===== src/hdl/wrs_pkg.sv =====
// Package for the watchdog reset sequencer: sequencer phase codes, register
// indexes, reset values and the control word passed to the watchdog counter.
// No dependencies.
package wrs_pkg;

   // Configuration port geometry.
   localparam int unsigned CSR_DATA_W = 16;
   localparam int unsigned CSR_IDX_W  = 3;

   // Configuration register indexes.
   localparam logic [CSR_IDX_W-1:0] CSR_OVERFLOWS_PER_COUNT = 3'd0;
   localparam logic [CSR_IDX_W-1:0] CSR_TIMEOUT_COUNT       = 3'd1;
   localparam logic [CSR_IDX_W-1:0] CSR_BOOT_DELAY_MS       = 3'd2;
   localparam logic [CSR_IDX_W-1:0] CSR_GAP_MS              = 3'd3;
   localparam logic [CSR_IDX_W-1:0] CSR_PULSE_MS            = 3'd4;

   // Configuration reset values.
   localparam logic [7:0]  RST_OVERFLOWS_PER_COUNT = 8'd38;
   localparam logic [7:0]  RST_TIMEOUT_COUNT       = 8'd35;
   localparam logic [15:0] RST_BOOT_DELAY_MS       = 16'd1000;
   localparam logic [15:0] RST_GAP_MS              = 16'd150;
   localparam logic [7:0]  RST_PULSE_MS            = 8'd1;

   // Largest watchdog count; the count saturates here.
   localparam logic [7:0] WD_COUNT_MAX = 8'hFF;

   // Sequencer phases, one-hot.
   typedef enum logic [4:0] {
      PH_IDLE   = 5'b00001,
      PH_BOOT   = 5'b00010,
      PH_PULSE1 = 5'b00100,
      PH_GAP    = 5'b01000,
      PH_PULSE2 = 5'b10000
   } phase_type;

   // Control word from the sequencer to the watchdog counter.
   typedef struct packed {
      logic step;       // a word is being processed and counting is enabled
      logic overflow;   // timer overflow tick of that word
      logic heartbeat;  // heartbeat edge of that word
      logic clear;      // end of a reset sequence: count returns to zero
   } cnt_ctrl_type;

endpackage


===== src/hdl/watchdog_reset_sequencer.sv =====
// Watchdog reset sequencer, top level: input register, sequencer, result register.
// A word accepted into the input register moves on to the result register once that
// register can take it. Throughput: one word per cycle while the receiver does not stall;
// the input and result registers let a new word enter while the previous result waits to be taken.
// Reset (synchronous): registers return to defaults and the power-up sequence starts.
// Depends on wrs_pkg and wrs_counter.
module watchdog_reset_sequencer #(
   parameter int unsigned DELAY_WIDTH = 16
) (
   input  logic                             clock,
   input  logic                             reset,
   // Input word channel
   input  logic                             req_valid,
   output logic                             req_stall,
   input  logic                             req_overflow_tick,
   input  logic                             req_ms_tick,
   input  logic                             req_heartbeat,
   // Result word channel
   output logic                             rsp_valid,
   input  logic                             rsp_stall,
   output logic                             rsp_esp_reset,
   output logic                             rsp_lte_reset,
   output logic [7:0]                       rsp_watchdog_count,
   output logic                             rsp_sequence_active,
   // Configuration write port
   input  logic                             csr_wr_en,
   input  logic [wrs_pkg::CSR_IDX_W-1:0]    csr_index,
   input  logic [wrs_pkg::CSR_DATA_W-1:0]   csr_wdata
);

   // The phase timer is compared against 16-bit phase lengths, so the compare
   // is done at whichever width is larger.
   localparam int unsigned CMP_W = (DELAY_WIDTH > 16) ? DELAY_WIDTH : 16;

   // ---------------------------------------------------------------------
   // Configuration registers. Writes must arrive only while the block is idle; the block does not enforce this.
   // ---------------------------------------------------------------------
   logic [7:0]  cfg_ovf_ff;
   logic [7:0]  cfg_timeout_ff;
   logic [15:0] cfg_boot_ff;
   logic [15:0] cfg_gap_ff;
   logic [7:0]  cfg_pulse_ff;

   always_ff @(posedge clock) begin
      if (reset) begin
         cfg_ovf_ff     <= wrs_pkg::RST_OVERFLOWS_PER_COUNT;
         cfg_timeout_ff <= wrs_pkg::RST_TIMEOUT_COUNT;
         cfg_boot_ff    <= wrs_pkg::RST_BOOT_DELAY_MS;
         cfg_gap_ff     <= wrs_pkg::RST_GAP_MS;
         cfg_pulse_ff   <= wrs_pkg::RST_PULSE_MS;
      end else if (csr_wr_en) begin
         case (csr_index)
            wrs_pkg::CSR_OVERFLOWS_PER_COUNT: cfg_ovf_ff     <= csr_wdata[7:0];
            wrs_pkg::CSR_TIMEOUT_COUNT:       cfg_timeout_ff <= csr_wdata[7:0];
            wrs_pkg::CSR_BOOT_DELAY_MS:       cfg_boot_ff    <= csr_wdata[15:0];
            wrs_pkg::CSR_GAP_MS:              cfg_gap_ff     <= csr_wdata[15:0];
            wrs_pkg::CSR_PULSE_MS:            cfg_pulse_ff   <= csr_wdata[7:0];
            default: ;
         endcase
      end
   end

   // ---------------------------------------------------------------------
   // Input register. A word waits here until the result register can take
   // its result; the state is updated at that same edge.
   // ---------------------------------------------------------------------
   logic in_valid_ff, in_valid_in;
   logic in_ovf_ff, in_ms_ff, in_hb_ff;
   logic rsp_valid_ff, rsp_valid_in;
   logic advance;
   logic req_take;

   assign advance   = in_valid_ff && (!rsp_valid_ff || !rsp_stall);
   assign req_stall = in_valid_ff && !advance;
   assign req_take  = req_valid && !req_stall;

   always_comb begin
      in_valid_in = in_valid_ff;
      if (req_take) begin
         in_valid_in = 1'b1;
      end else if (advance) begin
         in_valid_in = 1'b0;
      end
   end

   always_ff @(posedge clock) begin
      if (reset) begin
         in_valid_ff <= 1'b0;
      end else begin
         in_valid_ff <= in_valid_in;
      end
   end

   always_ff @(posedge clock) begin
      if (req_take) begin
         in_ovf_ff <= req_overflow_tick;
         in_ms_ff  <= req_ms_tick;
         in_hb_ff  <= req_heartbeat;
      end
   end

   // ---------------------------------------------------------------------
   // Sequencer state.
   // ---------------------------------------------------------------------
   wrs_pkg::phase_type     phase_ff, phase_in;
   logic [DELAY_WIDTH-1:0] timer_ff, timer_in;
   logic                   powerup_ff, powerup_in;

   logic [DELAY_WIDTH-1:0] timer_inc;
   logic [15:0]            phase_len;
   logic                   phase_done;
   logic                   seq_end;
   logic [7:0]             count_next;
   wrs_pkg::cnt_ctrl_type  cnt_ctrl;

   // An ms tick moves the timer on, but it stops at its largest value.
   assign timer_inc = (in_ms_ff && (timer_ff != {DELAY_WIDTH{1'b1}}))
                      ? timer_ff + DELAY_WIDTH'(1) : timer_ff;

   always_comb begin
      case (phase_ff)
         wrs_pkg::PH_BOOT:   phase_len = cfg_boot_ff;
         wrs_pkg::PH_PULSE1: phase_len = {8'd0, cfg_pulse_ff};
         wrs_pkg::PH_GAP:    phase_len = cfg_gap_ff;
         default:            phase_len = {8'd0, cfg_pulse_ff};
      endcase
   end

   assign phase_done = CMP_W'(timer_inc) >= CMP_W'(phase_len);
   // The sequence ends when the second pulse has lasted its full length.
   assign seq_end    = (phase_ff == wrs_pkg::PH_PULSE2) && phase_done;

   // Counting is held through the power-up sequence.
   assign cnt_ctrl.step      = advance && !powerup_ff;
   assign cnt_ctrl.overflow  = in_ovf_ff;
   assign cnt_ctrl.heartbeat = in_hb_ff;
   assign cnt_ctrl.clear     = seq_end;

   wrs_counter u_counter (
      .clock               (clock),
      .reset               (reset),
      .ctrl                (cnt_ctrl),
      .overflows_per_count (cfg_ovf_ff),
      .update              (advance),
      .count_next          (count_next)
   );

   always_comb begin
      phase_in   = phase_ff;
      timer_in   = timer_ff;
      powerup_in = powerup_ff;
      case (phase_ff)
         wrs_pkg::PH_BOOT, wrs_pkg::PH_PULSE1, wrs_pkg::PH_GAP, wrs_pkg::PH_PULSE2: begin
            timer_in = timer_inc;
            if (phase_done) begin
               timer_in = '0;
               case (phase_ff)
                  wrs_pkg::PH_BOOT:   phase_in = wrs_pkg::PH_PULSE1;
                  wrs_pkg::PH_PULSE1: phase_in = wrs_pkg::PH_GAP;
                  wrs_pkg::PH_GAP:    phase_in = wrs_pkg::PH_PULSE2;
                  default: begin
                     phase_in   = wrs_pkg::PH_IDLE;
                     powerup_in = 1'b0;
                  end
               endcase
            end
         end
         default: begin
            // Idle: the count after this word's update is checked against the
            // timeout. A sequence that just ended can restart one word later.
            phase_in = wrs_pkg::PH_IDLE;
            if (count_next == cfg_timeout_ff) begin
               phase_in = wrs_pkg::PH_BOOT;
               timer_in = '0;
            end
         end
      endcase
   end

   always_ff @(posedge clock) begin
      if (reset) begin
         phase_ff   <= wrs_pkg::PH_BOOT;
         timer_ff   <= '0;
         powerup_ff <= 1'b1;
      end else if (advance) begin
         phase_ff   <= phase_in;
         timer_ff   <= timer_in;
         powerup_ff <= powerup_in;
      end
   end

   // ---------------------------------------------------------------------
   // Result register. It holds while the receiver stalls.
   // ---------------------------------------------------------------------
   logic       out_esp_ff, out_lte_ff, out_active_ff;
   logic [7:0] out_count_ff;

   assign rsp_valid_in = advance || (rsp_valid_ff && rsp_stall);

   always_ff @(posedge clock) begin
      if (reset) begin
         rsp_valid_ff <= 1'b0;
      end else begin
         rsp_valid_ff <= rsp_valid_in;
      end
   end

   always_ff @(posedge clock) begin
      if (advance) begin
         out_esp_ff    <= (phase_in == wrs_pkg::PH_PULSE1);
         out_lte_ff    <= (phase_in == wrs_pkg::PH_PULSE2);
         out_count_ff  <= count_next;
         out_active_ff <= (phase_in != wrs_pkg::PH_IDLE);
      end
   end

   assign rsp_valid           = rsp_valid_ff;
   assign rsp_esp_reset       = out_esp_ff;
   assign rsp_lte_reset       = out_lte_ff;
   assign rsp_watchdog_count  = out_count_ff;
   assign rsp_sequence_active = out_active_ff;

   // ---------------------------------------------------------------------
   // Assertions
   // ---------------------------------------------------------------------

   // The two reset pulses never overlap.
   a_pulses_exclusive: assert property (@(posedge clock) disable iff (reset)
      rsp_valid |-> !(rsp_esp_reset && rsp_lte_reset))
      else $error("both reset pulses active in one result word");

   // A reset pulse is only reported inside a running sequence.
   a_pulse_in_sequence: assert property (@(posedge clock) disable iff (reset)
      (rsp_valid && (rsp_esp_reset || rsp_lte_reset)) |-> rsp_sequence_active)
      else $error("reset pulse outside a sequence");

   // Counting is held during the power-up sequence, so the count stays zero.
   a_powerup_count_zero: assert property (@(posedge clock) disable iff (reset)
      (advance && powerup_ff) |-> (count_next == 8'd0))
      else $error("watchdog count moved during the power-up sequence");

   // A word held in the input register is not lost while the output stalls.
   a_input_held: assert property (@(posedge clock) disable iff (reset)
      (in_valid_ff && !advance) |=> in_valid_ff)
      else $error("input word dropped while stalled");

endmodule


===== src/hdl/wrs_counter.sv =====
// Watchdog counter: overflow prescaler, saturating count and heartbeat clear.
// Depends on wrs_pkg.
module wrs_counter (
   input  logic                clock,
   input  logic                reset,
   input  wrs_pkg::cnt_ctrl_type ctrl,
   input  logic [7:0]          overflows_per_count,
   input  logic                update,
   output logic [7:0]          count_next
);

   logic [7:0] prescale_ff, prescale_in;
   logic [7:0] count_ff;
   logic [7:0] limit;
   logic [8:0] pre_inc;
   logic [7:0] count_stepped;

   // A prescaler setting of zero behaves as one.
   assign limit   = (overflows_per_count == 8'd0) ? 8'd1 : overflows_per_count;
   assign pre_inc = {1'b0, prescale_ff} + 9'd1;

   always_comb begin
      prescale_in   = prescale_ff;
      count_stepped = count_ff;
      if (ctrl.step && ctrl.overflow) begin
         if (pre_inc >= {1'b0, limit}) begin
            prescale_in = 8'd0;
            if (count_ff != wrs_pkg::WD_COUNT_MAX) begin
               count_stepped = count_ff + 8'd1;
            end
         end else begin
            prescale_in = pre_inc[7:0];
         end
      end
      if (ctrl.step && ctrl.heartbeat) begin
         count_stepped = 8'd0;
      end
   end

   // The end-of-sequence clear wins over everything else in the same word.
   assign count_next = ctrl.clear ? 8'd0 : count_stepped;

   always_ff @(posedge clock) begin
      if (reset) begin
         prescale_ff <= 8'd0;
         count_ff    <= 8'd0;
      end else if (update) begin
         prescale_ff <= prescale_in;
         count_ff    <= count_next;
      end
   end

endmodule


===== config.mk =====
export PLATFORM = sky130hd
export DESIGN_NAME = watchdog_reset_sequencer
export DESIGN_NICKNAME = d
export VERILOG_FILES = /design/src/hdl/wrs_pkg.sv /design/src/hdl/watchdog_reset_sequencer.sv /design/src/hdl/wrs_counter.sv
export SDC_FILE = /design/constraint.sdc
export NUM_CORES = 1
export LEC_CHECK = 0
export BUFFER_PORTS_ARGS = -buffer_cell sky130_fd_sc_hd__buf_2
export CAP_MARGIN = 30
export CORE_ASPECT_RATIO = 1.4
export CORE_MARGIN = 2
export CORE_UTILIZATION = 55
export DETAILED_ROUTE_END_ITERATION = 8
export PLACE_DENSITY = 0.86
export SYNTH_ARGS = -nofsm -noshare
export SYNTH_HDL_FRONTEND = slang
export SYNTH_SLANG_ARGS = --single-unit

===== constraint.sdc =====
create_clock -name clock -period 4.6 [get_ports clock]
set_input_delay 0 -clock clock [delete_from_list [all_inputs] [get_ports clock]]
set_output_delay 0 -clock clock [all_outputs]
set_load 0.01 [all_outputs]

==> metrics.md <==
| Metric | Value |
|---|---|
| Status | finished, final reports clean |
| Final Net Count | 788 |
| I/O Buffers | 39 |
| Final period util | a little over nine tenths |
| Vias/cell | 5.940 |
| Clock Pin Slew Worst Setup and Hold Paths | 0.08 ns |
| Final Util | between 60% and 70% |
| Share of cells above drive strength 1 | 15.56% |
| Async SR Flop Fraction | 0% |
| Area share of the largest cell type after synthesis | between 30% and 40% |
| Post-place setup slack | -0.1218 ns |
| Routed WL per cell | between 15 and 20 microns |
| Synth Instances | 679 |
| Die area | 11,230 sq um |
| Syn_area_per_cell | roughly 8.4 sq um |
| Die Width | ~90 microns |
| Largest net degree at the start of global routing | 78 |
| Final worst slack | 0.09522 ns |
| Detailed-route via count | 5,209 |
| # H-tree levels | 3 |
| Core Area | 10,240 sq um |
| Total CTS buffers | 9 |
| Synth area leaders | dfxtp_1 34%, nand2_1 9.9%, edfxtp_1 7.4%, a21oi_1 6.1%, ha_1 5.9% |
| Clk sink count | 110 |
| Max Clock Skew | roughly 0.0084 ns |
| DRT iter0 DRCs | 438 |
| Worst setup EP type | flop |
| Initial core utilization | 55.82% |
| Unique cell type count in the Yosys netlist | 59 |
| Primary FF master, synth | dfxtp_1 |
| CTS tree | yes |
| Post-Syn Area | 5715 sq um |
| Dpl hpwl | 9.423 mm |
| VDD IR-drop max | approximately 0.00023 V |
| Power density cells | 286.9 nW/um^2 |
| DR DRC count | 0 |
| DR pass1 iterations | 7 |
| Final WL | approximately 14 mm |
| Period minus WS final | 4.505 ns |
| Worst slew pin tran | 0.9261 ns |
| Final Hold Viols | 0 |
| Layout Cells excl Fill | 877 |
| Critical path arrival | 4.75 ns |
| Antenna Violating Nets Remaining | 0 |
| Area grow syn2layout | 17.25% |
| Ant diodes | 0 |
| Synth warn | 0 |
| Max cap viols | 0 |
| Die Y | 124.6 microns |
| Site Rows | 44 |
| Pins over their slew limit | 0 |
| GRT Overall Usage | a little over a quarter |
| CP Launch Type | flop |
| Mapped Nets | about 730 |
| Initial antenna violation count | 0 |
| Static leakage power | roughly 2.7 nW |
| Vias in the first global route | 5,160 |
| Fill cells | 814 |
| Number of flops mapped to enable cells by yosys | 14 |
| Max Clk Rate | about 220 MHz |
| Worst skew pair latency | between 0.3 and 0.4 ns |
| CP max FO | 8 |
| Count leader, synth | nand2_1 |
| Gp weighted congestion | ~0.88 |
| GR Overflow Total | 0 |
| Critical Path RT | 4.85 ns |
| Clk buf depth | 2 |
| I/O pin cnt | 40 |
| Power Total | 1.923 mW |
| Largest area contributor in the netlist | dfxtp_1 |
| WS Path Type | reg2reg |
| Most frequent cells after synthesis | 150 x nand2_1, 96 x dfxtp_1, 70 x a21oi_1 |
| # setup viols final | 0 |
| Synth Register Bits | between 100 and 150 |
| Root Buffer | clkbuf_16 |
| First-pass GRT wire length | 23.98 mm |
| Worst min path class | in2reg |
| Register area share after synthesis | 40.98% |
| Max_slew headroom | 38.03% |
| Inst Count DP | 838 |
-- worst paths after layout --
check                                                     to  slack [ns]                         start  cells past startpoint
worst max register to register      timer_ff[4]$_SDFFE_PP0P_         0.1      timer_ff[6]$_SDFFE_PP0P_                     17
worst max-delay path                timer_ff[4]$_SDFFE_PP0P_         0.1      timer_ff[6]$_SDFFE_PP0P_                     17
worst min register to register  cfg_boot_ff[10]$_SDFFE_PP0P_        0.46  cfg_boot_ff[10]$_SDFFE_PP0P_                      2
worst min-delay path            cfg_pulse_ff[4]$_SDFFE_PP0P_        0.19                  csr_index[2]                      4
-- through the flow --
stage / instance area [sq um] / hold WS [ns] / setup TNS [ns]
5_1_grt: 6701 / 0.2056 / -0.05480
4_1_cts: 6589 / 0.1868 / 0
3_5_place_dp: 6051 / 0.1792 / -1.824
6_report: 6701 / 0.1891 / 0
3_3_place_gp: 6051 / 0.1804 / 0
2_1_floorplan: 5715 / 0.09887 / 0
-- layer usage --
layer	vias up	GRT usage [%]	routed length [microns]
met4	0	16.02	699
met3	53	4.295	728
met5	-	0	0
li1	2492	-	-
met2	201	46.17	7470
met1	2463	28.79	5596
-- cell usage in the layout, fill, tap and decap left out, types with 3 or more instances in the layout --
cell and n:
a21oi_1 68, nor2b_1 7, clkbuf_16 9, inv_1 15, xnor2_1 16, and3_4 3
a21o_1 5, ha_1 27, buf_4 18, edfxtp_1 14, o21ai_0 8, dlygate4sd3_1 21
nand2b_1 5, nand3_1 15, nand2_2 3, a211oi_2 3, mux2i_1 10, or3_1 3
xor2_1 12, a21oi_2 4, nor2_1 49, xnor2_2 3, nand4_1 11, and3_1 15
dfxtp_1 93, and2_1 4, nand2_1 147, a22o_1 18, a22oi_1 9, clkinv_4 3
buf_2 39, nand3b_1 13, nor3_1 7, a211o_1 12
-- flip-flops by register name (all words and copies together), names as in the netlist, 5 cells and up --
register	count
cfg_ovf_ff	8
phase_ff	5
u_counter.prescale_ff	8
timer_ff	16
cfg_boot_ff	16
cfg_timeout_ff	8
cfg_gap_ff	16
cfg_pulse_ff	8
u_counter.count_ff	8
rsp_watchdog_count	8
-- cells by family (layout without fill, tap and decap cells) --
family / Yosys count / after routing / share of synthesized area, %
AOI/OAI and AO/OA: 147 / 148 / 17.47
and+or+nand+nor: 299 / 299 / 24.21
xor gates and xnor gates: 34 / 34 / 5.451
DFF: 110 / 110 / 40.98
muxes: 11 / 11 / 2.014
adders and majority gates: 27 / 27 / 5.911
buffers and inverters: 51 / 110 / 3.962
-- worst max-delay path: stages (launching register included) --
cell and delay (ns):
dfxtp_4 0.39, and4_4 0.25, and3_4 0.21, and3_1 0.19, nand2_2 0.07, and2_4 0.18
xnor2_1 0.24, ha_1 0.29, nand2b_1 0.16, a211oi_2 0.26, o221ai_2 0.13, a211o_1 0.38
a32o_2 0.28, or4_4 0.54, o211ai_2 0.09, and3_4 0.26, o22ai_4 0.13, a211o_1 0.34
-- power by group --
part | internal [mW] | leakage, nW | switching (mW)
Combinational | 0.0698 | 1.70 | 0.104
Clock | 0.372 | 0.133 | 0.372
Sequential | 0.991 | 0.908 | 0.0135
Total | 1.43 | 2.74 | 0.490
-- area by class of cell --
class	instances	area [sq um]	share of cell area, %
Multi-Input combinational cell	519	3301	49.25
Timing Repair Buffer	78	540.5	8.066
Tap cell	138	172.7	2.577
Inverter	16	60.06	0.8962
Sequential cell	110	2351	35.08
Clock inverter	6	47.55	0.7095
Clock buffer	10	229.0	3.417
-- timing repair --
action | CTS | global route
hold endpoints to repair | 58 | 0
gates resized for setup | 8 | 26
gates cloned | 1 | 0
setup endpoints to repair | 17 | 19
hold buffers | 21 | 0
pin swaps | 4 | 17
buffers inserted | 0 | 1
(Power assumes the default switching activity.)
